`config.mk`:
```
export PLATFORM = sky130hd
export DESIGN_NAME = rse_ram
export DESIGN_NICKNAME = d
export VERILOG_FILES = /design/src/hw/rtl/rse_ram.sv
export SDC_FILE = /design/constraint.sdc
export NUM_CORES = 2
export LEC_CHECK = 0
export ABC_CLOCK_PERIOD_IN_PS = 4200
export BUFFER_PORTS_ARGS = -buffer_cell sky130_fd_sc_hd__buf_2
export CORE_ASPECT_RATIO = 2
export CORE_MARGIN = 10
export CORE_UTILIZATION = 44
export DETAILED_ROUTE_END_ITERATION = 10
export PLACE_DENSITY = 0.7
export SYNTH_ARGS = -nofsm -noshare
export SYNTH_HDL_FRONTEND = slang
export SYNTH_SLANG_ARGS = --single-unit
export TNS_END_PERCENT = 20
```
`constraint.sdc`:
```
create_clock -name clk -period 4.2 [get_ports clk]
set_clock_uncertainty 0.2 [all_clocks]
set_input_delay 0.84 -clock clk [delete_from_list [all_inputs] [get_ports clk]]
set_output_delay 0.84 -clock clk [all_outputs]
set_load 0.01 [all_outputs]
```
`src/hw/rtl/rse_ram.sv`:
```
// ----------------------------------------------------------------------------
// rse_ram
// Generic simple dual-port RAM: one write port, one registered read port.
// ----------------------------------------------------------------------------
module rse_ram #(
    parameter int WIDTH = 32,
    parameter int DEPTH = 64
) (
    input  logic                     clk,
    input  logic                     wr_en,
    input  logic [$clog2(DEPTH)-1:0] wr_addr,
    input  logic [WIDTH-1:0]         wr_data,
    input  logic                     rd_en,
    input  logic [$clog2(DEPTH)-1:0] rd_addr,
    output logic [WIDTH-1:0]         rd_data
);

    logic [WIDTH-1:0] mem [DEPTH];

    always_ff @(posedge clk)
    begin
        if (wr_en)
        begin
            mem[wr_addr] <= wr_data;
        end
        if (rd_en)
        begin
            rd_data <= mem[rd_addr];
        end
    end

endmodule

```
Yosys cells after proc, flatten, opt, wreduce, memory -nomap -nowiden --
Memories as Yosys holds them, arrays and structs flattened. A register that Yosys moved wholly into a read port is not among the register bits. Cells that the tools add are included.
Word-level totals: bits in registers 0, bits in latches 0, RAM bits 2048, bits in read-only memories 0, input bits 47, output and inout bits 32, word-level logic and storage cells 3, memories 1
Operators by class: $add $sub $neg 0, $mul 0, div/mod/pow operators 0, $lt $le $gt $ge 0, eq/ne operators 0, shift operators 0, mux-type cells 2, bitwise logic cells 0, reductions and logical operators 0
Memory list:
- mem | words 64, bits a word 32, rd ports 1, clocked after Yosys merged registers in 1, write ports 1, RTL line 18 | logic [WIDTH-1:0] mem [DEPTH];
Operator list (count):
- 2-to-1 mux 1 bit | 2

Logic depth before layout (Yosys ltp) --
depth in word-level cells 2, gate-level depth with buffers 10, mapped depth without buffers 5

Least setup slack after synthesis --
No wires, ideal clock.
path type input to register, start point input port wr_addr[3], end point memory mem[48][0], enable pin, setup time 0.461 ns, arrival 3.539 ns, data required time 3.539 ns, path slack 0.000 ns, stages 4, path buffers 1, cell sequence clkbuf_1 nor2b_1 nand4b_1 nor3_1
RTL lines:
- from (decl) | RTL line 11 | input logic [$clog2(DEPTH)-1:0] wr_addr,
- to (decl) | RTL line 18
Straight into the memory's write port.

==> flow_summary.toml <==
[outcome]
run_status = "completed"

[synthesis]
synth-edff-count = 2080
synthDominantAreaCellType = "edfxtp_1"
synth.most_common_cell = "edfxtp_1"
netlist_area_um2 = 78840
netlist_top_cells_count = "2080 x edfxtp_1, 544 x mux4_2, 137 x nor2_1, 93 x mux2i_1, 84 x o22ai_1"
syn_area_per_cell_um2 = 23.72
synth-main-ff-cell = "edfxtp_1"
synth_top_area_share_pct = 79.23
synth_area_leaders = "edfxtp_1 79%, mux4_2 16%, mux2i_1 1.2%"
synth-warning-count = 0
syn-num-nets = 3371
netlist_instances = 3324
synth_seq_area_share_pct = 79.23
synth_async_sr_flop_share_pct = 0
flops_latches_synth = 2080
synth_cell_type_count = 33

[drt]
ant_nets = 0
violation_count_after_the_first_detailed_routing_iteration = 4177
drt_pre_antenna_iters = 5
routedWlPerCell_um = 33.69
viasPerCell = 6.136
vias = 37120
postRouteWirelength_um = 203800
drc_violation_count_after_routing = 0

[critical_path]
crit_path_max_incr_delay_ps = 500
critical_path.endpoint = "rd_data[13]$_DFFE_PP_"
timing.critical_path.to_type = "flop"
timing.critical_path.slowest_stage_cell = "mux4_2"
cp_cell_sequence = "buf_8, buf_12, buf_4, mux4_2, mux4_2, o22ai_1, nor2_1"
most_used_cell_along_the_critical_path = "mux4_2"
worstSetupPathType = "primary input to flop"
reg2reg_setup_slack_ps = 1590
worst-endpoint-required_ps = 4530
critical_path_arrival_ps = 3420
critical_path.max_fanout = 30
crit_path_start_kind = "primary input"
reg2reg_to = "rd_data[1]$_DFFE_PP_"
worst_r2r_path_depth = 4
timing.critical_path.from = "rd_addr[0]"
worst_r2r_startpoint = "mem[14][1]$_DFFE_PP_"

[power_and_ir_drop]
power_density_nw_per_um2 = 453.2
cellLeakagePower_uw = 0.02749
vdd_ir_drop_max_uv = 324.3

[layout]
finalInstanceArea_um2 = 89120
layout.cells.non_filler = 6050
flow.area_growth_from_synthesis_pct = 13.05
drive_gt1_share_pct = 30.56
layout.filler_cells = 13688
final_net_count = 3652
final_core_util_pct = 50.04

[timing]
final.period_utilization_pct = 73.56
hold_viol_final = 0
worst_pin_slew_ps = 1252
max_freq_mhz = 323.7
unrepaired_setup_endpoints_after_global_routing = "no"
setup_viol = 0
finalCriticalPeriod_ps = 3090
slew_violations = 0
setup_tns_ps = 0
timing.slew.headroom_pct = 16.53
final.setup.worst_slack_ps = 1110

[floorplan]
placementRows = 219
floorplan.initialDensity_pct = 44.26
io-pin-count = 79
core_area_um2 = 178100
die_h_um = 618.6
die_x_um = 319.3
fp.dieArea_um2 = 197500

[clock_tree]
cts.sinks = 2080
cts_max_level = 4
cts.path.max_buffers = 4
worst_skew_pair.late_latency_ps = 840
tritoncts = "done"
clock-root-buffer = "clkbuf_16"
cts-buffers-inserted = 163
cts-resized-gates = 0
cts-hold-fix-buffers = 0
clkSlewWorstSetupHoldPaths_ps = 70
post-cts-setup-buffer-count = 0

[placement]
dp_slack_ps = 240.6
port-buffer-count = 78
gp_routability_congestion = 0.8054
detailedPlacementHpwl_um = 122200
placed_cells = 5760
placed_cell_areas_um2 = 84000

[global_routing]
grt_pass1_vias = 38717
pin_count_of_the_biggest_net_entering_global_routing = 65
globalRouteTotalUtil_pct = 20.58
wire_length_of_the_first_global_routing_pass_um = 290300
number_of_antenna_violations_at_the_first_check_in_global_routing = 26
globalRoute.totalOverflow = 0

[min_path]
worstHoldPathType = "primary input to flop"

[run]
cap_viol_max_count = 0
## registers in the layout (all words and copies together), names as in the netlist
name and cells:
mem 2048, rd_data 32
## area by class of cell
cell class	count	area (µm²)	share of cell area, %
diodes	9	22.52	0.02527
clock buffers	189	4262	4.782
clock inverters	92	840.8	0.9434
multi-input cells	1062	15970	17.92
flip-flops and latches	2080	62460	70.08
well taps	2320	2903	3.257
repair buffers	298	2665	2.990
## metal layers
metal	up-vias	wire length, µm	track usage (%)
met5	-	118	0
met2	1932	109600	37.17
li1	14782	-	-
met3	550	15760	3.150
met4	18	12290	11.19
met1	19838	66050	23.22
## cell families after synthesis
kind of cell	after synthesis	share of synthesized area, %
compound gates	202	1.666
buf+inv	182	1.124
flops	2080	79.23
mux	637	16.72
simple gates	223	1.260
## stage by stage
step           hold WS [ps]  power [µW]
2_1_floorplan         550.2       24640
3_3_place_gp          682.1       25630
3_5_place_dp          694.3       25680
4_1_cts               143.7       40620
5_1_grt               145.3       41460
6_report              126.0       40390
## worst min path at each step
stage | endpoint | cells past startpoint | start
CTS | mem[42][26]$_DFFE_PP_ | 1 | wr_data[26]
floorplan | rd_data[17]$_DFFE_PP_ | 4 | mem[12][17]$_DFFE_PP_
global route | mem[42][26]$_DFFE_PP_ | 1 | wr_data[26]
finish | mem[42][26]$_DFFE_PP_ | 1 | wr_data[26]
detailed placement | rd_data[4]$_DFFE_PP_ | 4 | mem[12][4]$_DFFE_PP_
global placement | rd_data[4]$_DFFE_PP_ | 4 | mem[12][4]$_DFFE_PP_
## cell usage in the layout (no fill, tap or decap), drive strengths merged, types with 7 or more instances in the layout
master / Yosys / final
nor2: 137 / 137
nor3: 7 / 7
nor2b: 15 / 15
clkbuf: 74 / 189
o221ai: 27 / 27
diode: 0 / 9
nand2: 26 / 26
o22ai: 84 / 84
clkinv: 0 / 64
mux4: 544 / 544
nand2b: 8 / 8
edfxtp: 2080 / 2080
bufinv: 0 / 15
clkinvlp: 0 / 11
buf: 108 / 298
a311oi: 8 / 8
a21oi: 62 / 62
a22oi: 12 / 12
mux2i: 93 / 93
## critical path, delay by kind of cell
kind / cells / cell delay, ps
buf+inv: 3 / 860
mux: 2 / 1000
simple gates: 1 / 180
compound gates: 1 / 470
## report_power, final
| part | total, µW | switching, µW | internal (µW) | leakage, µW |
|---|---|---|---|---|
| logic | 2090 | 1280 | 807 | 0.00627 |
| clock network | 15200 | 6990 | 8210 | 0.00248 |
| registers | 23100 | 85.9 | 23000 | 0.0187 |
| total | 40400 | 8360 | 32000 | 0.0275 |
(Power assumes the default switching activity.)
