==> config.mk <==
export PLATFORM = sky130hd
export DESIGN_NAME = rse_job_queue
export DESIGN_NICKNAME = d
export VERILOG_FILES = /design/src/hw/rtl/rse_pkg.sv /design/src/hw/rtl/rse_job_queue.sv
export SDC_FILE = /design/constraint.sdc
export NUM_CORES = 1
export LEC_CHECK = 0
export BUFFER_PORTS_ARGS = -buffer_cell sky130_fd_sc_hd__buf_2
export CORE_MARGIN = 2
export CORE_UTILIZATION = 40
export CTS_CLUSTER_DIAMETER = 40
export CTS_CLUSTER_SIZE = 12
export DETAILED_ROUTE_END_ITERATION = 7
export GPL_TIMING_DRIVEN = 0
export SLEW_MARGIN = 20
export SYNTH_ARGS = -nofsm -noshare
export SYNTH_HDL_FRONTEND = slang
export SYNTH_SLANG_ARGS = --single-unit
==> constraint.sdc <==
create_clock -name clk -period 1.4 [get_ports clk]
set_input_delay 0.21 -clock clk [delete_from_list [all_inputs] [get_ports clk]]
set_output_delay 0.21 -clock clk [all_outputs]
set_load 0.005 [all_outputs]
==> src/hw/rtl/rse_pkg.sv <==
// ----------------------------------------------------------------------------
// rse_pkg
// Shared types and fixed constants for the rank sort engine.
// ----------------------------------------------------------------------------
package rse_pkg;

    localparam int DATA_W    = 32;
    // Element store is split in two banks so one set can load while another sorts
    localparam int NUM_BANKS = 2;

    typedef struct packed {
        logic signed [DATA_W-1:0] value;
        logic                     last;
    } item_t;

    typedef struct packed {
        logic signed [DATA_W-1:0] sorted_value;
        logic                     last_out;
    } result_t;

    typedef enum logic [3:0] {
        ST_IDLE = 4'b0001,
        ST_KEY  = 4'b0010,
        ST_CMP  = 4'b0100,
        ST_EMIT = 4'b1000
    } back_state_t;

endpackage

==> src/hw/rtl/rse_job_queue.sv <==
// ----------------------------------------------------------------------------
// rse_job_queue
// Short queue of closed sets (bank and element count) between front and back.
// The head stays put until the back end has issued the read of its last sorted value.
// ----------------------------------------------------------------------------
module rse_job_queue #(
    parameter int CNT_W  = 7,
    parameter int BANK_W = 1
) (
    input  logic              clk,
    input  logic              rst_n,
    input  logic              push,
    input  logic [BANK_W-1:0] push_bank,
    input  logic [CNT_W-1:0]  push_count,
    input  logic              pop,
    output logic              full,
    output logic              head_valid,
    output logic [BANK_W-1:0] head_bank,
    output logic [CNT_W-1:0]  head_count
);

    localparam int PTR_W = $clog2(rse_pkg::NUM_BANKS);
    localparam int OCC_W = $clog2(rse_pkg::NUM_BANKS + 1);

    logic [BANK_W-1:0] bank_q  [rse_pkg::NUM_BANKS];
    logic [CNT_W-1:0]  count_q [rse_pkg::NUM_BANKS];
    logic [PTR_W-1:0]  wr_ptr_reg, wr_ptr_next;
    logic [PTR_W-1:0]  rd_ptr_reg, rd_ptr_next;
    logic [OCC_W-1:0]  occ_reg, occ_next;

    assign full       = (occ_reg == OCC_W'(rse_pkg::NUM_BANKS));
    assign head_valid = (occ_reg != '0);
    assign head_bank  = bank_q[rd_ptr_reg];
    assign head_count = count_q[rd_ptr_reg];

    always_comb
    begin
        wr_ptr_next = wr_ptr_reg;
        rd_ptr_next = rd_ptr_reg;
        occ_next    = occ_reg;
        if (push)
        begin
            wr_ptr_next = wr_ptr_reg + PTR_W'(1);
        end
        if (pop)
        begin
            rd_ptr_next = rd_ptr_reg + PTR_W'(1);
        end
        if (push && !pop)
        begin
            occ_next = occ_reg + OCC_W'(1);
        end
        else if (pop && !push)
        begin
            occ_next = occ_reg - OCC_W'(1);
        end
    end

    always_ff @(posedge clk)
    begin
        if (push)
        begin
            bank_q[wr_ptr_reg]  <= push_bank;
            count_q[wr_ptr_reg] <= push_count;
        end
    end

    always_ff @(posedge clk or negedge rst_n)
    begin
        if (!rst_n)
        begin
            wr_ptr_reg <= '0;
            rd_ptr_reg <= '0;
            occ_reg    <= '0;
        end
        else
        begin
            wr_ptr_reg <= wr_ptr_next;
            rd_ptr_reg <= rd_ptr_next;
            occ_reg    <= occ_next;
        end
    end

`ifndef ASSERT_OFF
    a_no_push_full: assert property (@(posedge clk) disable iff (!rst_n)
        push |-> !full)
        else $error("job pushed into full queue");
`endif

endmodule

# After elaboration in Yosys (flattened, before gate mapping)
# Memory sizes are Yosys's and may differ from the RTL's.
# Index checks and enable logic that the tools add are counted.
totals:
  reg_bits: 4
  mem_bits_rw: 16
  in_bits: 12
  output_inout_bits: 10
  word_cells: 20
  mem_count: 2
classes:
  addsub: 4
  n_eq_ne: 1
  muxes: 4
  reduce_logical: 6
memory_table:
  columns: ["memory", "words", "word_bits", "rd", "rd_ports_with_merged_regs", "wr", "line_no", "rtl"]
  rows:
  - ["count_q", 2, 7, 1, 0, 1, "rse_job_queue.sv:26", "logic [CNT_W-1:0] count_q [rse_pkg::NUM_BANKS];"]
  - ["bank_q", 2, 1, 1, 0, 1, "rse_job_queue.sv:25", "logic [BANK_W-1:0] bank_q [rse_pkg::NUM_BANKS];"]
op_table:
  columns: ["cell", "n"]
  rows:
  - ["two-way mux 2 bit", 2]
  - ["nonzero test 2 bit", 2]
  - ["adder 1 bit (second input constant)", 2]
  - ["adder 2 x 1 -> 2 bit (second input constant)", 1]
  - ["== test 2 bit (second input constant)", 1]
  - ["logical AND 1 bit", 2]
  - ["zero test 1 bit", 2]
  - ["two-way mux 1 bit", 2]
  - ["subtractor 2 x 1 -> 2 bit (second input constant)", 1]

# Depth between registers and ports, before layout
depth:
  ltp_word: 4
  mapped_depth: 5
  mapped_depth_nobuf: 5

# Worst setup path before layout
# No wires, ideal clock.
synth_timing:
  path_type: "register to register"
  start: "reg wr_ptr_reg"
  end: "mem bank_q[0], enable pin"
  setup_time_ps: 373
  arrival_time_ps: 789
  t_required_ps: 1027
  setup_slack_ps: 238
  stages_incl_launch_ff: 2
  n_path_buf: 0
  period_less_slack_ps: 1162
  path_cell_list: "dfrtp_1 > nor2b_1"
synth_rtl:
  columns: ["item", "line_no", "rtl"]
  rows:
  - ["start: declaration", "rse_job_queue.sv:27", "logic [PTR_W-1:0] wr_ptr_reg, wr_ptr_next;"]
  - ["start signal: assignment", "rse_job_queue.sv:78", "wr_ptr_reg <= wr_ptr_next;"]
  - ["end: declaration", "rse_job_queue.sv:25", null]
# Straight into the memory's write port.

# Final worst setup path
layout_timing:
  start: "reg rd_ptr_reg"
  end: "out head_count[2]"
layout_via:
  elab_chain_cells: 1
layout_rtl:
  columns: ["item", "line_no", "rtl"]
  rows:
  - ["start: declaration", "rse_job_queue.sv:28", "logic [PTR_W-1:0] rd_ptr_reg, rd_ptr_next;"]
  - ["start signal: assignment", "rse_job_queue.sv:79", "rd_ptr_reg <= rd_ptr_next;"]
  - ["memory (2 x 7 bit)", null, null]
  - ["end: declaration", "rse_job_queue.sv:19", "output logic [CNT_W-1:0] head_count"]
# Every way passes these cells.

==> flow_metrics.tcl <==
set metrics [dict create \
    grt_overflow 0 \
    synthesis.instances 41 \
    worstHoldPathType "in2reg" \
    routed_wl_mm 1.10 \
    power_mw 1.68 \
    path_cells "buf_6, mux2_2, buf_2" \
    antenna_found_initial 0 \
    p_per_area_nw_per_um2 1760 \
    portBuffers 21 \
    ys_types 13 \
    crit_required_ns 1.19 \
    cp-start-kind "register" \
    violations "setup timing" \
    cts_buffer_depth 2 \
    routabilityCongestion 0.636 \
    core_area_um2 1760 \
    cp.arrival_ns 1.25 \
    skew_ns 0.000734 \
    synth.yosys.seq_area_share_pct 75.1 \
    max_cap_viol_count 0 \
    ys_seq_elements 20 \
    clk_latency_ns 0.28 \
    crit_family "flip-flops" \
    die_w_um 48.0 \
    cpMaxStageDelayCell "dfrtp_1" \
    grt_pass1_vias 393 \
    fin_util_pct 54.2 \
    htreeDepth 1 \
    syn_to_final_growth_pct 23.6 \
    hold_violations 0 \
    worst-path-buf-inv 2 \
    io_pins 22 \
    path_clk_slew_ns 0.10 \
    ir_drop_mv 0.873 \
    fillers 167 \
    num_vias 407 \
    synth_fp_nets 54 \
    drtAntennaViolNets 0 \
    nNetsFinal 82 \
    setup_slack_ns -0.0573 \
    maxSlewHeadroom_pct 71.3 \
    grt_setup_unrepaired "true" \
    grt_pass1_wl_mm 1.73 \
    min_period_ns 1.46 \
    maxSlewViolCount 0 \
    wire_per_inst_um 11.8 \
    die-area_um2 2300 \
    whs_ns 0.101 \
    outcome "finished with violations" \
    start_util_pct 43.8 \
    end_kind "output pin" \
    critPathMaxStageDelay_ns 0.35 \
    synth.largest_area_cell "edfxtp_1" \
    syn_area_per_cell_um2 18.9 \
    p_leak_nw 0.390 \
    clockRootBuffer "clkbuf_4" \
    first_iter_violations 2 \
    final_cells 93 \
    drive_above_1_share_pct 54.4 \
    grt_start_max_net_pins 12 \
    grtUsageTotal_pct 12.0 \
    critPathMaxFanout 9 \
    largest_register_ffs 14 \
    cts.sinks 20 \
    fmax_ghz 0.686 \
    viasPerCell 4.38 \
    fin_crit_sh_pct 104 \
    firstDrtPassIters 4 \
    rows 15 \
    dp_slack_ns 0.0220 \
    insertedDiodeCount 0 \
    drc_errors 0 \
    worst_pin_slew_ns 0.429 \
    yosys_warnings 0 \
    synth_top_area_share_pct 62.1 \
    die_y_um 48.0 \
    setup_viol 8 \
    place_inst 87 \
    syn_area_um2 773 \
    synth_area_leaders "edfxtp_1 62%, dfrtp_1 13%, mux2_2 12%, xor2_1 4.5%, ha_1 1.6%" \
    path_class "reg2out" \
    tritoncts "built" \
    cts_buffers 3 \
]
per-stage QoR:
step	TNS, ns	cell area (um^2)
final	-0.358	956
after global routing	-0.875	956
after CTS	-0.510	953
after detailed placement	0	910
after global placement	0	910
after floorplan	0	773
worst paths after layout:
path                            start       endpoint  slack [ns]  cells past startpoint
max                        rd_ptr_reg  head_count[2]       -0.06                      3
min                               pop     rd_ptr_reg        0.10                      2
max reg2reg                wr_ptr_reg  count_q[0][3]        0.26                      1
min reg2reg                occ_reg[1]     occ_reg[1]        0.49                      1
max in group asynchronous       rst_n     occ_reg[1]        1.03                      2
min in group asynchronous       rst_n     rd_ptr_reg        0.25                      2
per-layer routing:
layer | GRT usage, % | part of all wire, % | routed length [um]
met4 | 8.11 | 0 | 0
met1 | 13.2 | 42 | 458
met2 | 18.4 | 50 | 552
met3 | 5.66 | 8.1 | 89
met5 | 0 | 0 | 0
cell usage in the layout (no fill, tap or decap), types with 3 or more instances in the layout:
master	count
mux2_2	8
xor2_1	4
clkbuf_4	3
edfxtp_1	16
buf_2	21
dfrtp_1	4
layout make-up:
| type | count | area, um^2 | area share [%] |
|---|---|---|---|
| buffer | 1 | 11.3 | 1.18 |
| clock buffer | 3 | 22.5 | 2.36 |
| multi-input combinational | 19 | 180 | 18.8 |
| sequential | 20 | 581 | 60.7 |
| clock inverter | 1 | 3.75 | 0.393 |
| timing repair buffer | 23 | 123 | 12.8 |
| inverter | 1 | 3.75 | 0.393 |
| tap | 25 | 31.3 | 3.27 |
Yosys cell counts, drive strengths merged:
library cell / number
buf: 1
xor2: 4
or2: 1
and2: 1
ha: 1
nor2: 1
dfrtp: 4
edfxtp: 16
xnor2: 1
inv: 1
nor2b: 1
and2b: 1
mux2: 8
cell families after synthesis:
kind of cell | share of synthesized area (%)
muxes | 11.7
xor gates and xnor gates | 5.66
and+or+nand+nor | 4.05
buffers and inverters | 1.94
DFF | 75.1
adders and majority gates | 1.62
what timing repair did:
action	4_1_cts	5_1_grt
gates resized for setup	0	1
endpoints found under the setup margin	8	16
endpoints found under the hold margin	4	0
setup buffers	1	0
hold buffers	1	0
where the power goes:
group          internal (mW)  switching, mW  total, mW
combinational          0.315          0.234      0.549
clock                  0.103          0.153      0.256
sequential             0.808         0.0676      0.876
total                   1.23          0.454       1.68
(Power assumes the default switching activity.)
