--- config.mk ---
export PLATFORM = sky130hd
export DESIGN_NAME = rse_front
export DESIGN_NICKNAME = d
export VERILOG_FILES = /design/src/hw/rtl/rse_pkg.sv /design/src/hw/rtl/rse_front.sv
export SDC_FILE = /design/constraint.sdc
export NUM_CORES = 1
export LEC_CHECK = 0
export BUFFER_PORTS_ARGS = -buffer_cell sky130_fd_sc_hd__buf_2
export CAP_MARGIN = 10
export CORE_UTILIZATION = 37
export DETAILED_ROUTE_END_ITERATION = 10
export GPL_TIMING_DRIVEN = 0
export PLACE_DENSITY = 0.87
export SLEW_MARGIN = 10
export SYNTH_ARGS = -nofsm -noshare
export SYNTH_HDL_FRONTEND = slang
export SYNTH_SLANG_ARGS = --single-unit
--- constraint.sdc ---
create_clock -name clk -period 4.15 [get_ports clk]
set_input_delay 0.415 -clock clk [delete_from_list [all_inputs] [get_ports clk]]
set_output_delay 0.415 -clock clk [all_outputs]
set_load 0.05 [all_outputs]
--- src/hw/rtl/rse_pkg.sv ---
// ----------------------------------------------------------------------------
// rse_pkg
// Shared types and fixed constants for the rank sort engine.
// ----------------------------------------------------------------------------
package rse_pkg;

    localparam int DATA_W    = 32;
    // Element store is split in two banks so one set can load while another sorts
    localparam int NUM_BANKS = 2;

    typedef struct packed {
        logic signed [DATA_W-1:0] value;
        logic                     last;
    } item_t;

    typedef struct packed {
        logic signed [DATA_W-1:0] sorted_value;
        logic                     last_out;
    } result_t;

    typedef enum logic [3:0] {
        ST_IDLE = 4'b0001,
        ST_KEY  = 4'b0010,
        ST_CMP  = 4'b0100,
        ST_EMIT = 4'b1000
    } back_state_t;

endpackage

--- src/hw/rtl/rse_front.sv ---
// ----------------------------------------------------------------------------
// rse_front
// Input side: writes each beat into the current bank and closes the set
// on last or when the bank is full, handing a job to the queue.
// ----------------------------------------------------------------------------
module rse_front #(
    parameter int MAX_ELEMENTS = 64,
    parameter int IDX_W        = 6,
    parameter int CNT_W        = 7,
    parameter int BANK_W       = 1
) (
    input  logic                            clk,
    input  logic                            rst_n,
    input  logic                            item_valid,
    output logic                            item_stall,
    input  rse_pkg::item_t                  item,
    input  logic                            q_full,
    output logic                            elem_we,
    output logic [BANK_W+IDX_W-1:0]         elem_waddr,
    output logic [rse_pkg::DATA_W-1:0]      elem_wdata,
    output logic                            push,
    output logic [BANK_W-1:0]               push_bank,
    output logic [CNT_W-1:0]                push_count
);

    logic [CNT_W-1:0]  count_reg, count_next;
    logic [BANK_W-1:0] bank_reg, bank_next;
    logic              accept;
    logic [CNT_W-1:0]  count_inc;
    logic              set_end;

    assign item_stall = q_full;
    assign accept     = item_valid && !q_full;
    assign count_inc  = count_reg + CNT_W'(1);
    assign set_end    = item.last || (count_inc == CNT_W'(MAX_ELEMENTS));

    assign elem_we    = accept;
    assign elem_waddr = {bank_reg, count_reg[IDX_W-1:0]};
    assign elem_wdata = item.value;
    assign push       = accept && set_end;
    assign push_bank  = bank_reg;
    assign push_count = count_inc;

    always_comb
    begin
        count_next = count_reg;
        bank_next  = bank_reg;
        if (accept)
        begin
            if (set_end)
            begin
                count_next = '0;
                bank_next  = bank_reg + BANK_W'(1);
            end
            else
            begin
                count_next = count_inc;
            end
        end
    end

    always_ff @(posedge clk or negedge rst_n)
    begin
        if (!rst_n)
        begin
            count_reg <= '0;
            bank_reg  <= '0;
        end
        else
        begin
            count_reg <= count_next;
            bank_reg  <= bank_next;
        end
    end

`ifndef ASSERT_OFF
    a_count_in_range: assert property (@(posedge clk) disable iff (!rst_n)
        count_reg < CNT_W'(MAX_ELEMENTS))
        else $error("set fill count reached bank size");
`endif

endmodule

Word-level counts from Yosys, hierarchy flattened
Cells that the tools add are included. W data, S select, Z words.

Flip-flop bits (word level): 8. Word-level logic and storage cells: 11.

Add/subtract/negate cells: 2. Eq/ne operators: 1. Muxes and demuxes: 1. Reductions and logical operators: 5.

Operator list (number): $add A7 B1 Y7 const B (1); $eq A7 B7 Y1 const B (1); $mux W7 (1); $logic_and A1 B1 Y1 (2); $reduce_and A2 Y1 (1); $add A1 B1 Y1 const B (1); $logic_not A1 Y1 (1); $logic_or A1 B1 Y1 (1).

Depth between registers and ports, before layout
Word-level depth: 4. Gate-level depth with buffers: 5. Mapped depth without buffers: 5.

Worst setup path after synthesis
Ideal clock, no wire load.

Path type: reg-to-output. Start point: register count_reg[3]. End point: output push. Arrival: 1.847 ns. Data required time: 3.735 ns. Path slack: 1.888 ns. Stages on the path, launching flop included: 6. Buffers on the path: 1. Path through: dfrtp_1 > buf_2 > a211o_1 > a21oi_1 > o21ai_2 > a21oi_1.

Word-level cells in the longest chain between the ends: 4.

Ends and longest elaborated chain: start: declaration (line rse_front.sv:26) `logic [CNT_W-1:0] count_reg, count_next;`; start signal: assignment (line rse_front.sv:71) `count_reg <= count_next;`; $add A7 B1 Y7 (line rse_front.sv:34) `assign count_inc = count_reg + CNT_W'(1);`; $eq A7 B7 Y1 (line rse_front.sv:35) `assign set_end = item.last || (count_inc == CNT_W'(MAX_ELEMENTS));`; $logic_or A1 B1 Y1 (line rse_front.sv:35); $logic_and A1 B1 Y1 (line rse_front.sv:40) `assign push = accept && set_end;`; end: declaration (line rse_front.sv:21) `output logic push,`.

Every way passes these cells.

Worst setup path after layout
Start point: register count_reg[1]. End point: output push.

Same word-level chain as after synthesis.

==> results.txt <==
- Status: completed
- Post-synthesis cell area: 829.5 um2
* Remaining max-slew budget at the tightest pin: 71.70%
* Length in cells of the worst reg-to-reg path: 4
- The routed layout has between 800 and 900 vias.
* Element type at the critical path end: output pin
* Fmax: roughly 440 MHz
- Post-CTS Setup Repair Bufs: 0
* Clock tree sinks: 8
- For the pin with the worst max-slew slack, the measured transition is 424.6 ps.
- Leading cell types in the layout, fill and taps excluded: sky130_fd_sc_hd__buf_2, sky130_fd_sc_hd__buf_4, sky130_fd_sc_hd__dfrtp_1, sky130_fd_sc_hd__nor2_1, sky130_fd_sc_hd__nand2_1
* Area of all placed cells without fillers: approximately 1200 um2
- Total negative setup slack: 0 ps
- The detailed router finished its first iteration with 17 violations.
- Flip-flop count of the largest register after layout: 7
* Port buffer count: 54
* Number of cells in the design after placement: 181
* Antenna violations before repair: 0
- At the placement stage, the worst setup path has a slack of 2151 ps.
- Entering global routing, the biggest net connects 11 pins.
* DR WL/cell: 10.53 um
- Power share of the combinational group: 58.3%
- After detailed routing, the number of vias per cell comes to 4.622.
* Core area: 2042 um2
- Area of combinational cells with multiple inputs: 305.3 um2
* Start point of the worst min-delay path: item[0]
- The floorplan step set the die height to 49.35 um.
* Crit path time final: 2273 ps
- In this run, distinct cell masters in the synthesized netlist total 29.
* Clock tree from TritonCTS: yes
- Vias in the first global route: 769
- Registers take around 200 um2.
- Synthesized area per cell: 8.295 um2
- R2R Setup Slk: 2600 ps
* Final global-route overflow total: 0
- Fraction of final layout cells with drive strength greater than 1: 63.92%
* FF+latch count, synth: 8
* Final layout net count: 198
- After synthesis, the cell types taking the most area are sky130_fd_sc_hd__buf_4, sky130_fd_sc_hd__dfrtp_1, sky130_fd_sc_hd__xnor2_1.
* Setup ws final: 1877 ps
* Clock slew at the register clock pins of the worst setup and hold paths: around 60 ps
- Clock network power share: 16.5%
- The pre-antenna-repair detailed-routing pass consisted of 6 iterations.
- Clock buffer count from CTS: 3
- Ant diodes: 0
- The count of cells in the finished layout, fillers not included, comes to between 150 and 200.
- Worst endpoint data arrival time: ~1900 ps
* Internal power component: ~0.18 mW
- Of the synthesized area, sequential elements account for about a quarter.
- Max-cap viol count: 0
- After clock tree synthesis, the repair step resized 0 gates.
* Hold/Removal Path Class: in2reg
- Total Routed Length: 1948 um
* Cell Area, Placed: 1134 um2
- Total chip power: approximately 0.37 mW
- The worst register-to-register path ends at count_reg[6].
* Layout overhead on the synthesized area: 40.57%
- Number of ports placed on the die boundary: between 80 and 90
* Endpoint required time on the critical path: 3730 ps
- The slowest stage of the critical path is the sky130_fd_sc_hd__dfrtp_1 cell.
- Global-route wire length before repair: 3312 um
- After filler insertion, the fill cell instance count of the layout stands at 202.
- The worst setup path is of the reg2out kind.
* Std cell rows: 16
- Switching power summed over all nets: slightly below 0.2 mW
- The library cell used most frequently in the layout, excluding fill and tap cells, is sky130_fd_sc_hd__buf_2.
* Chain of cells forming the critical path: nand3_2 -> nor4_2 -> o21ai_2 -> a21oi_1 -> buf_2
- Post-detailed-placement half-perimeter wirelength: 1662 um
- Final slew viol count: 0
* Number of hold violations in the final report: 0
- Power per standard cell area: 320.5 nW/um2
- Worst vdd ir: between 150 and 200 uV
- Clock latency of the later-clocked register in the worst-skew pair: roughly 260 ps
- Max H-tree Level: 1
- Setup repair after global routing left no endpoint under its margin.
* Post-route clock period utilization: 54.77%
* Die ar.: roughly 2400 um2
* Net switching share of the total power: 51.39%
- Total number of yosys warnings: 0
* Detailed-route DRC error count: 0
- In this run the remaining antenna-violating nets after routing total 0.
* Clock tree skew after final layout: 8.308 ps
* Worst setup SP type: flip-flop
- Reg-to-reg startpoint: count_reg[1]
- The die is 49.35 um wide.
* Delay of the slowest cell on the worst path: 450 ps
* Worst setup path endpoint: push
- The tree is rooted in a sky130_fd_sc_hd__clkbuf_4.
* Number of standard cells after synthesis: 100
- Initial Util: about two fifths
* Sequential cell fraction of total power: approximately a quarter
- Setup crit start: count_reg[1]
- The number of nets in the synthesized netlist is 138.
- The longest clock path from root to sink contains 2 buffers.
* Count of final setup violators: 0
- Overall global routing resource usage: 17.55%
* Cell type with the largest total area after synthesis: sky130_fd_sc_hd__buf_4
* Leakage: 0.6616 nW
- Of all nets on the critical path, the largest fanout is 6.
* Top cell type's share of synthesized area: 36.20%
- At the end of routability-driven placement, the weighted congestion stood at roughly 0.86.
-- cell usage after synthesis --
master,count
sky130_fd_sc_hd__nand2b_1,1
sky130_fd_sc_hd__ha_1,1
sky130_fd_sc_hd__nor2b_1,1
sky130_fd_sc_hd__nor3_1,3
sky130_fd_sc_hd__nand2_1,5
sky130_fd_sc_hd__nand4_1,1
sky130_fd_sc_hd__dfrtp_1,8
sky130_fd_sc_hd__a221oi_1,1
sky130_fd_sc_hd__nand3_2,1
sky130_fd_sc_hd__o21ai_0,4
sky130_fd_sc_hd__nand3_1,2
sky130_fd_sc_hd__a211o_1,1
sky130_fd_sc_hd__a21oi_1,3
sky130_fd_sc_hd__a22o_1,2
sky130_fd_sc_hd__inv_1,4
sky130_fd_sc_hd__o211ai_1,1
sky130_fd_sc_hd__o21ai_2,1
sky130_fd_sc_hd__nor2_1,6
sky130_fd_sc_hd__a21o_1,1
sky130_fd_sc_hd__or3b_1,1
sky130_fd_sc_hd__o211a_1,1
sky130_fd_sc_hd__clkbuf_1,1
sky130_fd_sc_hd__a31o_1,1
sky130_fd_sc_hd__buf_2,1
sky130_fd_sc_hd__xor2_1,2
sky130_fd_sc_hd__xnor2_1,3
sky130_fd_sc_hd__a32o_1,2
sky130_fd_sc_hd__nor4_2,1
sky130_fd_sc_hd__buf_4,40
-- logic make-up (layout without fill, tap and decap cells) --
logic type               count (synthesis)  count (layout)  synth area share [%]
AO/OA/AOI/OAI                           18              18                 15.99
XOR/XNOR                                 5               5                 5.280
adder cells (fa/ha/maj)                  1               1                 1.508
buffers and inverters                   46             104                 39.06
flip-flops                               8               8                 24.13
AND/OR/NAND/NOR                         22              22                 14.03
-- routing by layer --
| metal | wire [um] | vias up | global-route usage [%] |
|---|---|---|---|
| li1 | - | 416 | - |
| met1 | 716 | 372 | 19.32 |
| met2 | 1007 | 62 | 31.74 |
| met3 | 192 | 5 | 4.673 |
| met4 | 31 | 0 | 6.373 |
| met5 | 0 | - | 0 |
-- what timing repair did --
item | in CTS | in global routing
endpoints found under the setup margin | 0 | 0
hold endpoints to repair | 4 | 0
hold buffers | 1 | 0
-- worst min path at each step --
stage | end | slack [ps] | depth (start not counted)
floorplan | count_reg[0] | 120 | 0
global placement | count_reg[4] | 260 | 1
detailed placement | count_reg[4] | 270 | 1
CTS | count_reg[3] | 460 | 2
global route | count_reg[3] | 480 | 2
finish | count_reg[3] | 450 | 2
-- power groups by stage --
stage	registers (mW)	logic, mW	clock network [mW]
after floorplan	0.0951	0.181	0
after global placement	0.0947	0.216	0
after detailed placement	0.0959	0.218	0
after CTS	0.0944	0.219	0.0618
after global routing	0.0960	0.229	0.0670
final	0.0943	0.218	0.0617
-- final cells by class --
| cell class | instances | area share, % |
|---|---|---|
| buffer | 42 | 26.50 |
| multi-input combinational | 46 | 26.18 |
| timing repair buffer | 55 | 24.03 |
| sequential | 8 | 17.17 |
| tap | 27 | 2.897 |
| clock buffer | 3 | 1.931 |
| inverter | 4 | 1.288 |
-- worst max-delay path, delay by kind of cell (launching register included) --
kind                   cells  cell delay, ps
AOI/OAI and AO/OA          2             310
buffers and inverters      1             280
DFF                        1             450
and+or+nand+nor            2             560
-- through the flow --
| stage | utilization (%) | hold slack (ps) |
|---|---|---|
| 2_1_floorplan | - | 119.4 |
| 3_3_place_gp | 55.51 | 263.2 |
| 3_5_place_dp | 55.51 | 271.9 |
| 4_1_cts | 57.11 | 462.3 |
| 5_1_grt | 57.11 | 482.4 |
| 6_report | 57.11 | 453.7 |
Note: power is estimated with default switching activity, not from simulation.
