## src/hw/rtl/rse_pkg.sv

```systemverilog
// ----------------------------------------------------------------------------
// rse_pkg
// Shared types and fixed constants for the rank sort engine.
// ----------------------------------------------------------------------------
package rse_pkg;

    localparam int DATA_W    = 32;
    // Element store is split in two banks so one set can load while another sorts
    localparam int NUM_BANKS = 2;

    typedef struct packed {
        logic signed [DATA_W-1:0] value;
        logic                     last;
    } item_t;

    typedef struct packed {
        logic signed [DATA_W-1:0] sorted_value;
        logic                     last_out;
    } result_t;

    typedef enum logic [3:0] {
        ST_IDLE = 4'b0001,
        ST_KEY  = 4'b0010,
        ST_CMP  = 4'b0100,
        ST_EMIT = 4'b1000
    } back_state_t;

endpackage

```

## src/hw/rtl/rse_back.sv

```systemverilog
// ----------------------------------------------------------------------------
// rse_back
// Sort sequencer: ranks each element of the head job against the whole set,
// one compare a cycle, scatters it into the sorted RAM at its rank, then
// streams the sorted RAM out through a two-beat output buffer.
// ----------------------------------------------------------------------------
module rse_back #(
    parameter int IDX_W  = 6,
    parameter int CNT_W  = 7,
    parameter int BANK_W = 1
) (
    input  logic                       clk,
    input  logic                       rst_n,
    input  logic                       job_valid,
    input  logic [BANK_W-1:0]          job_bank,
    input  logic [CNT_W-1:0]           job_count,
    output logic                       job_pop,
    output logic                       elem_re,
    output logic [BANK_W+IDX_W-1:0]    elem_raddr,
    input  logic [rse_pkg::DATA_W-1:0] elem_rdata,
    output logic                       sort_we,
    output logic [IDX_W-1:0]           sort_waddr,
    output logic [rse_pkg::DATA_W-1:0] sort_wdata,
    output logic                       sort_re,
    output logic [IDX_W-1:0]           sort_raddr,
    input  logic [rse_pkg::DATA_W-1:0] sort_rdata,
    output logic                       result_valid,
    input  logic                       result_stall,
    output rse_pkg::result_t           result
);

    localparam int OUT_DEPTH = 2;
    localparam int OPTR_W    = $clog2(OUT_DEPTH);
    localparam int OCC_W     = $clog2(OUT_DEPTH + 2);

    rse_pkg::back_state_t state_reg, state_next;

    logic [IDX_W-1:0]           i_reg, i_next;
    logic [IDX_W-1:0]           j_reg, j_next;
    logic [IDX_W-1:0]           e_reg, e_next;
    logic [IDX_W-1:0]           rank_reg, rank_next;
    logic [rse_pkg::DATA_W-1:0] val_i_reg;
    logic                       pend_reg, pend_next;
    logic                       pend_last_reg, pend_last_next;

    rse_pkg::result_t           fifo_q [OUT_DEPTH];
    logic [OPTR_W-1:0]          fifo_wptr_reg, fifo_rptr_reg;
    logic [OCC_W-1:0]           fifo_cnt_reg, fifo_cnt_next;

    logic [CNT_W-1:0]           n_last;
    logic                       i_last, j_last, e_last;
    logic                       less;
    logic [IDX_W-1:0]           rank_upd;
    logic                       result_pop;
    logic [OCC_W-1:0]           occ;
    logic                       issue_ok;

    assign n_last   = job_count - CNT_W'(1);
    assign i_last   = (CNT_W'(i_reg) == n_last);
    assign j_last   = (CNT_W'(j_reg) == n_last);
    assign e_last   = (CNT_W'(e_reg) == n_last);

    // equal keys: the earlier arrival ranks lower, keeping the sort stable
    assign less     = ($signed(elem_rdata) < $signed(val_i_reg))
                   || ((elem_rdata == val_i_reg) && (j_reg < i_reg));
    assign rank_upd = rank_reg + IDX_W'(less);

    assign result_valid = (fifo_cnt_reg != '0);
    assign result       = fifo_q[fifo_rptr_reg];
    assign result_pop   = result_valid && !result_stall;

    // buffered beats plus the read in flight, less the beat leaving now
    assign occ      = fifo_cnt_reg + OCC_W'(pend_reg) - OCC_W'(result_pop);
    assign issue_ok = (occ < OCC_W'(OUT_DEPTH));

    assign sort_waddr = rank_upd;
    assign sort_wdata = val_i_reg;
    assign sort_raddr = e_reg;

    always_comb
    begin
        state_next     = state_reg;
        i_next         = i_reg;
        j_next         = j_reg;
        e_next         = e_reg;
        rank_next      = rank_reg;
        pend_next      = 1'b0;
        pend_last_next = pend_last_reg;
        elem_re        = 1'b0;
        elem_raddr     = {job_bank, i_reg};
        sort_we        = 1'b0;
        sort_re        = 1'b0;
        job_pop        = 1'b0;
        case (state_reg)
            rse_pkg::ST_IDLE:
            begin
                if (job_valid)
                begin
                    elem_re    = 1'b1;
                    elem_raddr = {job_bank, IDX_W'(0)};
                    i_next     = '0;
                    state_next = rse_pkg::ST_KEY;
                end
            end
            rse_pkg::ST_KEY:
            begin
                elem_re    = 1'b1;
                elem_raddr = {job_bank, IDX_W'(0)};
                j_next     = '0;
                rank_next  = '0;
                state_next = rse_pkg::ST_CMP;
            end
            rse_pkg::ST_CMP:
            begin
                if (j_last)
                begin
                    sort_we = 1'b1;
                    if (i_last)
                    begin
                        e_next     = '0;
                        state_next = rse_pkg::ST_EMIT;
                    end
                    else
                    begin
                        i_next     = i_reg + IDX_W'(1);
                        elem_re    = 1'b1;
                        elem_raddr = {job_bank, i_reg + IDX_W'(1)};
                        state_next = rse_pkg::ST_KEY;
                    end
                end
                else
                begin
                    j_next     = j_reg + IDX_W'(1);
                    rank_next  = rank_upd;
                    elem_re    = 1'b1;
                    elem_raddr = {job_bank, j_reg + IDX_W'(1)};
                end
            end
            rse_pkg::ST_EMIT:
            begin
                if (issue_ok)
                begin
                    sort_re        = 1'b1;
                    pend_next      = 1'b1;
                    pend_last_next = e_last;
                    if (e_last)
                    begin
                        job_pop    = 1'b1;
                        state_next = rse_pkg::ST_IDLE;
                    end
                    else
                    begin
                        e_next = e_reg + IDX_W'(1);
                    end
                end
            end
            default:
            begin
                state_next = rse_pkg::ST_IDLE;
            end
        endcase
    end

    always_comb
    begin
        fifo_cnt_next = fifo_cnt_reg;
        if (pend_reg && !result_pop)
        begin
            fifo_cnt_next = fifo_cnt_reg + OCC_W'(1);
        end
        else if (!pend_reg && result_pop)
        begin
            fifo_cnt_next = fifo_cnt_reg - OCC_W'(1);
        end
    end

    // payload
    always_ff @(posedge clk)
    begin
        if (state_reg == rse_pkg::ST_KEY)
        begin
            val_i_reg <= elem_rdata;
        end
        if (pend_reg)
        begin
            fifo_q[fifo_wptr_reg].sorted_value <= $signed(sort_rdata);
            fifo_q[fifo_wptr_reg].last_out     <= pend_last_reg;
        end
        i_reg          <= i_next;
        j_reg          <= j_next;
        e_reg          <= e_next;
        rank_reg       <= rank_next;
        pend_last_reg  <= pend_last_next;
    end

    always_ff @(posedge clk or negedge rst_n)
    begin
        if (!rst_n)
        begin
            state_reg     <= rse_pkg::ST_IDLE;
            pend_reg      <= 1'b0;
            fifo_wptr_reg <= '0;
            fifo_rptr_reg <= '0;
            fifo_cnt_reg  <= '0;
        end
        else
        begin
            state_reg    <= state_next;
            pend_reg     <= pend_next;
            fifo_cnt_reg <= fifo_cnt_next;
            if (pend_reg)
            begin
                fifo_wptr_reg <= fifo_wptr_reg + OPTR_W'(1);
            end
            if (result_pop)
            begin
                fifo_rptr_reg <= fifo_rptr_reg + OPTR_W'(1);
            end
        end
    end

`ifndef ASSERT_OFF
    a_rank_in_set: assert property (@(posedge clk) disable iff (!rst_n)
        sort_we |-> (CNT_W'(rank_upd) <= n_last))
        else $error("rank outside current set");

    a_no_out_overflow: assert property (@(posedge clk) disable iff (!rst_n)
        (pend_reg && (fifo_cnt_reg == OCC_W'(OUT_DEPTH))) |-> result_pop)
        else $error("output buffer overflow");

    a_job_held: assert property (@(posedge clk) disable iff (!rst_n)
        ((state_reg == rse_pkg::ST_KEY) || (state_reg == rse_pkg::ST_CMP)
            || (state_reg == rse_pkg::ST_EMIT)) |-> job_valid)
        else $error("job left the queue while being sorted");

    a_pop_after_read: assert property (@(posedge clk) disable iff (!rst_n)
        job_pop |=> (pend_reg && pend_last_reg))
        else $error("job released before its last beat was read");
`endif

endmodule

```

## config.mk

```make
export PLATFORM = sky130hd
export DESIGN_NAME = rse_back
export DESIGN_NICKNAME = d
export VERILOG_FILES = /design/src/hw/rtl/rse_pkg.sv /design/src/hw/rtl/rse_back.sv
export SDC_FILE = /design/constraint.sdc
export NUM_CORES = 1
export LEC_CHECK = 0
export BUFFER_PORTS_ARGS = -buffer_cell sky130_fd_sc_hd__buf_2
export CAP_MARGIN = 20
export CORE_MARGIN = 3
export CORE_UTILIZATION = 54
export CTS_CLUSTER_SIZE = 10
export DETAILED_ROUTE_END_ITERATION = 16
export HOLD_SLACK_MARGIN = 0.03
export PLACE_DENSITY = 0.81
export SLEW_MARGIN = 40
export SYNTH_ARGS = -nofsm -noshare
export SYNTH_HDL_FRONTEND = slang
export SYNTH_SLANG_ARGS = --single-unit
```

## constraint.sdc

```tcl
create_clock -name clk -period 4.9 [get_ports clk]
set_input_delay 0.98 -clock clk [delete_from_list [all_inputs] [get_ports clk]]
set_output_delay 0.98 -clock clk [all_outputs]
set_load 0.03 [all_outputs]
```

-- Word level (Yosys, flattened, before mapping)
Memories as Yosys holds them, arrays and structs flattened.
Cells that the tools add are included.
- logic and storage cells: 98
- bits of input ports: 76
- bits in registers: 66
- memory bits (writable): 66
- output and inout port bits: 89
- memories: 1
- memories (name ; depth ; bits a word ; rd ports ; clocked after Yosys merged registers in ; wr ports ; RTL line ; source):
    fifo_q ; 2 ; 33 ; 1 ; 0 ; 1 ; rse_back.sv:46 ; rse_pkg::result_t fifo_q [OUT_DEPTH];
- reduce and logical (&&, ||, !) cells: 18
- eq/ne operators: 16
- mux-type cells: 38
- order comparisons: 3
- $add $sub $neg: 11
- operator list (kind ; number):
    $mux 6 ; 12
    $pmux 6 s2 ; 4
    $eq 32x32->1 ; 1
    $lt 32x32->1 ; 1
    $eq 6x7->1 ; 3
    $mux 4 ; 5
    $add 6x1->6 const B ; 3
    $pmux 6 s3 ; 1
    $ne 2x2->1 const B ; 8
    $pmux 4 s4 ; 1
    $mux 1 ; 12
    $reduce_bool 2->1 ; 5
    $reduce_and 4->1 ; 2
    $sub 7x1->7 const B ; 1
    $add 6x1->6 ; 1
    $lt 6x6->1 ; 1
    $reduce_and 5->1 ; 1
    $eq 4x1->1 const B ; 1
    $eq 4x2->1 const B ; 1
    $eq 4x3->1 const B ; 1
    $eq 4x4->1 const B ; 1
    $logic_and 1x1->1 ; 4
    $mux 2 ; 2
    $reduce_and 2->1 ; 2
    other kinds (9) ; 12

-- Logic depth before layout (Yosys ltp)
Gate-level depths: netlist of run 1.
- depth in word-level cells: 6
- depth in mapped cells: 13
- mapped depth without buffers: 13

-- Least setup slack after synthesis of run 1
Ideal clock, no wire load.
- kind: input-to-output
- start point: in job_count[0]
- end point: out elem_raddr[3]
- data required time: 3.920 ns
- slack: -0.078 ns
- stages: 9
- arrival: 3.998 ns
- path through: clkbuf_1 > inv_1 > ha_1 > nor3b_1 > xnor3_1 > or3b_2 > nor4_4 > a211oi_1 > o21ai_0
- longest elaborated chain between the ends: 5
- elaborated cells between the ends (all ways): 6
- ends and longest elaborated chain (item ; RTL line ; source):
    start: declaration ; rse_back.sv:16 ; input logic [CNT_W-1:0] job_count,
    $sub 7x1->7 * ; rse_back.sv:58 ; assign n_last = job_count - CNT_W'(1);
    $eq 6x7->1 ; rse_back.sv:59 ; assign i_last = (CNT_W'(i_reg) == n_last);
    $mux 6 ; rse_back.sv:118 ; if (i_last)
    $mux 6 * ; rse_back.sv:115 ; if (j_last)
    $pmux 6 s3 * ; rse_back.sv:94 ; case (state_reg)
    end: declaration ; rse_back.sv:19 ; output logic [BANK_W+IDX_W-1:0] elem_raddr,
Every way passes the cells marked *; elsewhere a longest branch is shown, timed or not.

-- Worst setup path in the final report of run 1
- start point: in job_count[0]
- end point: out elem_raddr[1]
The elaborated chain is that of the path after synthesis.

==> results of run 1 <==
==> worst reg2reg max path, stage by stage (launching register included) <==
cell	delay, ns
edfxtp_1	0.39
inv_1	0.08
ha_1	0.23
a21o_1	0.18
a21o_1	0.16
a2111oi_0	0.37
or3_1	0.17
nand4_1	0.08
o211ai_1	0.20
ha_1	0.24
ha_1	0.20
nand3_1	0.11
xnor2_1	0.15
and2_1	0.15
==> power by group through the flow <==
stage | Clock (mW) | Combinational, mW | Sequential, mW
after floorplan | 0 | 0.881 | 1.54
after global placement | 0 | 1.26 | 1.49
after detailed placement | 0 | 1.29 | 1.50
after CTS | 1.20 | 1.31 | 1.47
after global routing | 1.25 | 1.40 | 1.49
final | 1.18 | 1.30 | 1.47
==> final timing paths <==
kind | endpoint | slack [ns] | cells past startpoint
max in group asynchronous | state_reg[0]$_DFFE_PN1P_ | 4.24 | 1
max reg2reg | rank_reg[4]$_SDFFCE_PN0P_ | 1.95 | 13
min reg2reg | fifo_rptr_reg$_DFFE_PN0P_ | 0.47 | 1
max | elem_raddr[1] | 0.37 | 10
min in group clk | fifo_rptr_reg$_DFFE_PN0P_ | 0.47 | 1
min | fifo_wptr_reg$_DFFE_PN0P_ | 0.41 | 1
==> layout make-up <==
class                   instances  share of cell area, %
repair buffers                175                   11.1
well taps                     143                   2.18
clock buffers                  19                   5.27
inverters                      46                   2.10
multi-input cells             294                   30.1
clock inverters                13                   1.55
flip-flops and latches        132                   47.7
==> cell usage after synthesis, types with 3 or more instances <==
cell	n	share of area [%]
o211ai_1	3	0.34
nand3_1	13	0.98
a31oi_1	5	0.47
xor2_1	16	2.1
o31ai_1	3	0.34
nor4b_1	4	0.53
ha_1	45	8.5
nand2_1	8	0.45
and2_1	10	0.94
nand3b_1	4	0.45
o21ai_0	13	0.98
nor2b_1	5	0.47
mux2_2	33	5.6
or3_1	4	0.38
nand4_1	10	0.94
and3_1	5	0.47
o21a_1	3	0.34
a211oi_1	4	0.45
dfrtp_1	8	3.0
edfxtp_1	123	56
xnor3_1	7	2.4
a21o_1	15	1.7
nor3_1	7	0.53
nor3b_1	3	0.34
nor2_1	21	1.2
nand2b_1	5	0.47
inv_1	46	2.6
clkbuf_1	9	0.51
xnor2_1	20	2.6
a21oi_1	8	0.60
==> cell families after synthesis <==
logic type                 Yosys count
xor gates and xnor gates            43
buffers and inverters               61
adders and majority gates           45
DFF                                132
muxes                               33
AOI/OAI and AO/OA                   65
and+or+nand+nor                    108
==> layout by cell type (no fill, tap or decap), types with 3 or more instances in the layout <==
| cell type | count |
|---|---|
| buf_2 | 162 |
| edfxtp_1 | 123 |
| inv_1 | 46 |
| ha_1 | 45 |
| mux2_2 | 33 |
| nor2_1 | 21 |
| xnor2_1 | 20 |
| clkbuf_16 | 17 |
| xor2_1 | 16 |
| a21o_1 | 15 |
| nand3_1 | 13 |
| buf_4 | 13 |
| nand4_1 | 10 |
| o21ai_0 | 10 |
| and2_1 | 10 |
| a21oi_1 | 8 |
| nand2_1 | 8 |
| dfrtp_1 | 8 |
| nor3_1 | 7 |
| xnor3_1 | 7 |
| and3_1 | 5 |
| a31oi_1 | 5 |
| nand2b_1 | 5 |
| o21ai_1 | 5 |
| clkinv_4 | 5 |
| nand3b_1 | 4 |
| nor2b_1 | 4 |
| or3_1 | 4 |
| a211oi_1 | 4 |
| nor4b_1 | 4 |
| o21a_1 | 3 |
| nor3b_1 | 3 |
| o211ai_1 | 3 |
| o31ai_1 | 3 |
==> per-layer routing <==
layer / track usage, % / vias up / routed length [um]
li1: - / 2167 / -
met1: 25.7 / 2177 / 5920
met2: 37.8 / 170 / 7650
met3: 5.45 / 28 / 990
met4: 7.95 / 0 / 325
met5: 0 / - / 0
==> run summary, run 1 <==
Worst-margin pin slew: 0.683 ns
CP arrival: 3.55 ns
CP Max Fanout: 7
Crit path capture type: output port
Peak VDD IR: 0.306 mV
First-pass GRT wire length: 22500 um
Pre-antenna DRT Iters: 4
PortBufs: 162
Post-Synth XOR/XNOR Area: 7.13%
Final Cycle Share: 92.4%
Die Wd: 117 um
Multi-input logic area: 2470 sq um
Max Freq: 221 MHz
Reg-to-reg startpoint: sort_wdata[25]$_DFFE_PP_
Tmin final: 4.53 ns
Synthesized flop and latch total: 132
Synth warn: 0
Global Route Usage Sum: 21.6%
Switching Power: 1.40 mW
Asr flop ratio synth: 6.82%
Hold Fails Final Rpt: 0
Worst EP required: 3.92 ns
Routed via count: 4542
DR iter-0 viols: 354
# resized after CTS: 0
Final setup fails: 0
Area delta synth->final: 23.8%
CORE AREA: 11700 sq um
Vias in the first global route: 4580
Crit path launch type: input pin
Synthesized-area fraction occupied by adder cells: 8.49%
Pins Over Slew Limit: 0
Fin Hold WS: 0.412 ns
Die Y: 117 um
Post-layout net count: 787
Sequential power share: 37.3%
CTS tree: built
Setup Fix Bufs, Post-CTS: 0
Skew-Pair Late Insertion Delay: 0.42 ns
Synthesized Nets: 608
Simple-gate share of the synthesized area: 9.45%
Mapped Area: 6630 sq um
Initial antenna violation count: 0
Tot Pwr: 3.96 mW
Clk Tree Root Cell: clkbuf_16
Initial core utilization: 56.6%
Worst Hold Class: in2async
ANT cells: 0
Share of layout cells above drive strength 1: 36.1%
Fill cells: 804
Switching share of power: 35.4%
Final WL: 14900 um
Max reg flops: 66
Cell Chain, Critical Path: buf_2 > inv_1 > ha_1 > inv_1 > o31a_1 > or4b_1 > or3_1 > a21oi_1 > o211ai_1 > buf_2
Hpwl dp: 10800 um
Most flop-heavy register: fifo_q
Leak: 3.51 nW
WP buf/inv: 4
CP max stage cell: or4b_1
Die footprint: 13600 sq um
Worst Slack Setup Final: 0.371 ns
Delay-heaviest family, CP: simple AND/OR/NAND/NOR gates
Worst slack at placement: 0.395 ns
DRC: 0
Clk pwr share: 29.9%
Non-filler cells, final: 822
Routability Congestion: 0.916
I/O pin count: 165
Post-route cell area: 8210 sq um
Setup tns final: 0 ns
H-tree Lvls: 4
Number of synthesized flops with an enable pin: 123
Status: finished, final reports clean
Hold_buf cts: 0
RSZ-0062 raised after global routing: no
Largest net degree at the start of global routing: 34
Yosys cell types: 52
Num CTS Buffers: 17
CTS sink count: 132
DP Area: 7650 sq um
Post-synthesis mux area share: 5.60%
Combinational family with the most area after synthesis: simple AND/OR/NAND/NOR gates
Combinational Power Share: 32.8%
Worst-path clk slew: 0.06 ns
Pwr/cell area: 482 nW/um^2
WL/cell: 18.1 um
Site Rows: 39
DRT antenna net count: 0
Worst slew margin: 54.2%
CP startpoint: job_count[0]
P_int: 2.56 mW
Avg Vias per Cell: 5.53
Util after Layout: 70.1%
CP Class: in2out
Post-synthesis compound-gate area fraction: 6.53%
Max cap viols: 0
Sequential Area: 3920 sq um
Longest Clk Path Bufs: 2
Syn Area/Cell: 13.6 sq um
Setup Skew: 0.0167 ns
Total global routing overflow: 0
Crit-path max cell delay: 0.64 ns
Ys flop type: edfxtp_1
Cell count after synthesis: 487
Placed Cells: 790
Register area share after synthesis: 59.1%
(Power assumes the default switching activity.)
==> run 2, diff against run 1 <==
- BUFFER_PORTS_ARGS: -buffer_cell sky130_fd_sc_hd__buf_2 -> unset
- CORE_UTILIZATION: 54 -> 55
- DONT_BUFFER_PORTS: unset -> 1
- PLACE_DENSITY: 0.81 -> 0.7
==> run summary, run 2 (synthesized netlist as in run 1, its figures left out) <==
Status: finished, final reports clean
Final WL: 13200 um (-11%)
Worst r2r dst: rank_reg[4]$_SDFFCE_PN0P_
Post-layout net count: 632 (-20%)
Die Y: 116 um (-0.86%)
WL/cell: 19.8 um (+9.4%)
Sequential power share: 41.1% (+3.8 points)
DR iter-0 viols: 227 (-36%)
Skew-Pair Late Insertion Delay: 0.41 ns (about the same)
DP Area: 6900 sq um (-9.8%)
Worst EP required: 3.92 ns (about the same)
Num CTS Buffers: 17 (unchanged)
Final setup fails: 0 (unchanged)
Most flop-heavy register: fifo_q
Post-route cell area: 7480 sq um (-8.9%)
Die footprint: 13400 sq um (-1.7%)
Global Route Usage Sum: 19.9% (-1.7 points)
Tot Pwr: 3.86 mW (-2.4%)
PortBufs: 0 (-100%)
DRC: 0 (unchanged)
Total global routing overflow: 0 (unchanged)
DRT antenna net count: 0 (unchanged)
Crit path capture type: output port
CP startpoint: sort_wdata[25]$_DFFE_PP_
Setup Fix Bufs, Post-CTS: 0 (unchanged)
I/O pin count: 165 (unchanged)
Setup Skew: 0.0109 ns (-0.00588 ns)
Switching share of power: 34.7% (-0.69 points)
Final Cycle Share: 90.4% (-2.0 points)
CTS sink count: 132 (unchanged)
Hold Fails Final Rpt: 0 (unchanged)
Peak VDD IR: 0.266 mV (-13%)
P_int: 2.52 mW (-1.4%)
Routed via count: 3831 (-16%)
First-pass GRT wire length: 20200 um (-10%)
Worst-path clk slew: 0.06 ns (about the same)
Max Freq: 226 MHz (+2.2%)
Longest Clk Path Bufs: 2 (unchanged)
H-tree Lvls: 4 (unchanged)
Tmin final: 4.43 ns (-0.0978 ns)
Leak: 2.92 nW (-17%)
Combinational Power Share: 27.0% (-5.8 points)
Reg-to-reg startpoint: sort_wdata[25]$_DFFE_PP_
CORE AREA: 11600 sq um (-0.83%)
CP Max Fanout: 3 (-4)
Worst Hold Class: in2async
Max cap viols: 0 (unchanged)
Clk Tree Root Cell: clkbuf_16
Pins Over Slew Limit: 0 (unchanged)
CP Class: reg2out
Non-filler cells, final: 667 (-19%)
Max reg flops: 66 (unchanged)
Pwr/cell area: 516 nW/um^2 (+7.1%)
Area delta synth->final: 12.9%
Fin Hold WS: 0.259 ns (-0.153 ns)
CP arrival: 3.45 ns (-0.10 ns)
Crit path launch type: flip-flop
Largest net degree at the start of global routing: 34 (unchanged)
# resized after CTS: 0 (unchanged)
Commonest non-fill, non-tap cell in the layout: edfxtp_1
Avg Vias per Cell: 5.74 (+3.9%)
Pre-antenna DRT Iters: 5 (+1)
CTS tree: built
Die Wd: 116 um (-0.86%)
Placed Cells: 635 (-20%)
Worst slew margin: 48.2% (-6.0 points)
Hpwl dp: 9900 um (-8.5%)
Share of layout cells above drive strength 1: 17.7% (-18 points)
Most frequent cells in the layout: edfxtp_1 (123), inv_1 (46), ha_1 (45), mux2_2 (33), nor2_1 (21)
Reg2Reg Depth: 14 (+1)
Worst Setup EP: sort_waddr[4]
ANT cells: 0 (unchanged)
Clk pwr share: 31.9% (+2.0 points)
Setup tns final: 0 ns (unchanged)
Site Rows: 39 (unchanged)
R2r setup slk: 1.51 ns (-0.44 ns)
Initial antenna violation count: 0 (unchanged)
Vias in the first global route: 3911 (-15%)
Initial core utilization: 57.1% (+0.48 points)
Hold_buf cts: 0 (unchanged)
RSZ-0062 raised after global routing: no
Switching Power: 1.34 mW (-4.3%)
Worst-margin pin slew: 0.774 ns (+0.0910 ns)
Routability Congestion: 0.909 (-0.84%)
==> run 2: cell count changes in the layout (fill, tap and decap cells not counted), sizes merged <==
| cell | delta |
|---|---|
| inv | +1 |
| bufinv | +1 |
| clkinvlp | +1 |
| clkinv | -1 |
| buf | -155 |
| clkbuf | -2 |
==> run 2: final cells by class <==
cell class | count | area (sq um)
Inverter | 46 | 173
Multi-Input combinational cell | 294 | 2480
Clock inverter | 15 | 155
Tap cell | 143 | 179
Sequential cell | 132 | 3920
Clock buffer | 17 | 425
Timing Repair Buffer | 20 | 150
Fill cell | 894 | 4130
==> run 2: how the worst min path moves through the flow <==
stage / from / to / slack, ns
after floorplan: pend_last_reg$_DFFE_PP_ / fifo_q[0][0]$_DFFE_PP_ / 0.42
after global placement: pend_last_reg$_DFFE_PP_ / fifo_q[0][0]$_DFFE_PP_ / 0.43
after detailed placement: pend_last_reg$_DFFE_PP_ / fifo_q[0][0]$_DFFE_PP_ / 0.44
after CTS: rst_n / fifo_cnt_reg[1]$_DFFE_PN0P_ / 0.24
after global routing: rst_n / fifo_cnt_reg[1]$_DFFE_PN0P_ / 0.23
final: rst_n / fifo_cnt_reg[0]$_DFFE_PN0P_ / 0.26
==> run 2: routing by layer <==
layer | track usage [%] | part of all wire [%] | wire length, um | vias to the layer above
met1 | 24.6 | 41 | 5430 | 1814
met4 | 8.66 | 2.2 | 293 | 0
met3 | 6.95 | 8.7 | 1150 | 24
met5 | 0 | 0 | 0 | -
li1 | - | - | - | 1856
met2 | 31.8 | 48 | 6340 | 137
==> run 2: critical path: stages (launching register included) <==
cell	delay, ns
edfxtp_1	0.53
inv_1	0.09
ha_1	0.31
nand3_1	0.12
nor3_1	0.27
nand4_1	0.21
nor4b_1	0.30
o21ai_0	0.16
o211ai_1	0.16
ha_1	0.26
ha_1	0.20
nand3_1	0.10
xnor2_1	0.16
buf_4	0.19
==> run 2: power groups by stage <==
stage	logic (mW)	clock network (mW)	registers, mW
after floorplan	0.881	0	1.54
after global placement	1.03	0	1.61
after detailed placement	1.05	0	1.61
after CTS	1.05	1.26	1.59
after global routing	1.13	1.30	1.61
final	1.04	1.23	1.59
==> run 2: stage by stage <==
step / utilization [%] / worst slack [ns]
final: 64.4 / 0.469
after global routing: 64.4 / 0.177
after CTS: 64.4 / 0.424
after detailed placement: 59.4 / 0.545
after global placement: 59.4 / 0.515
after floorplan: - / 0.140
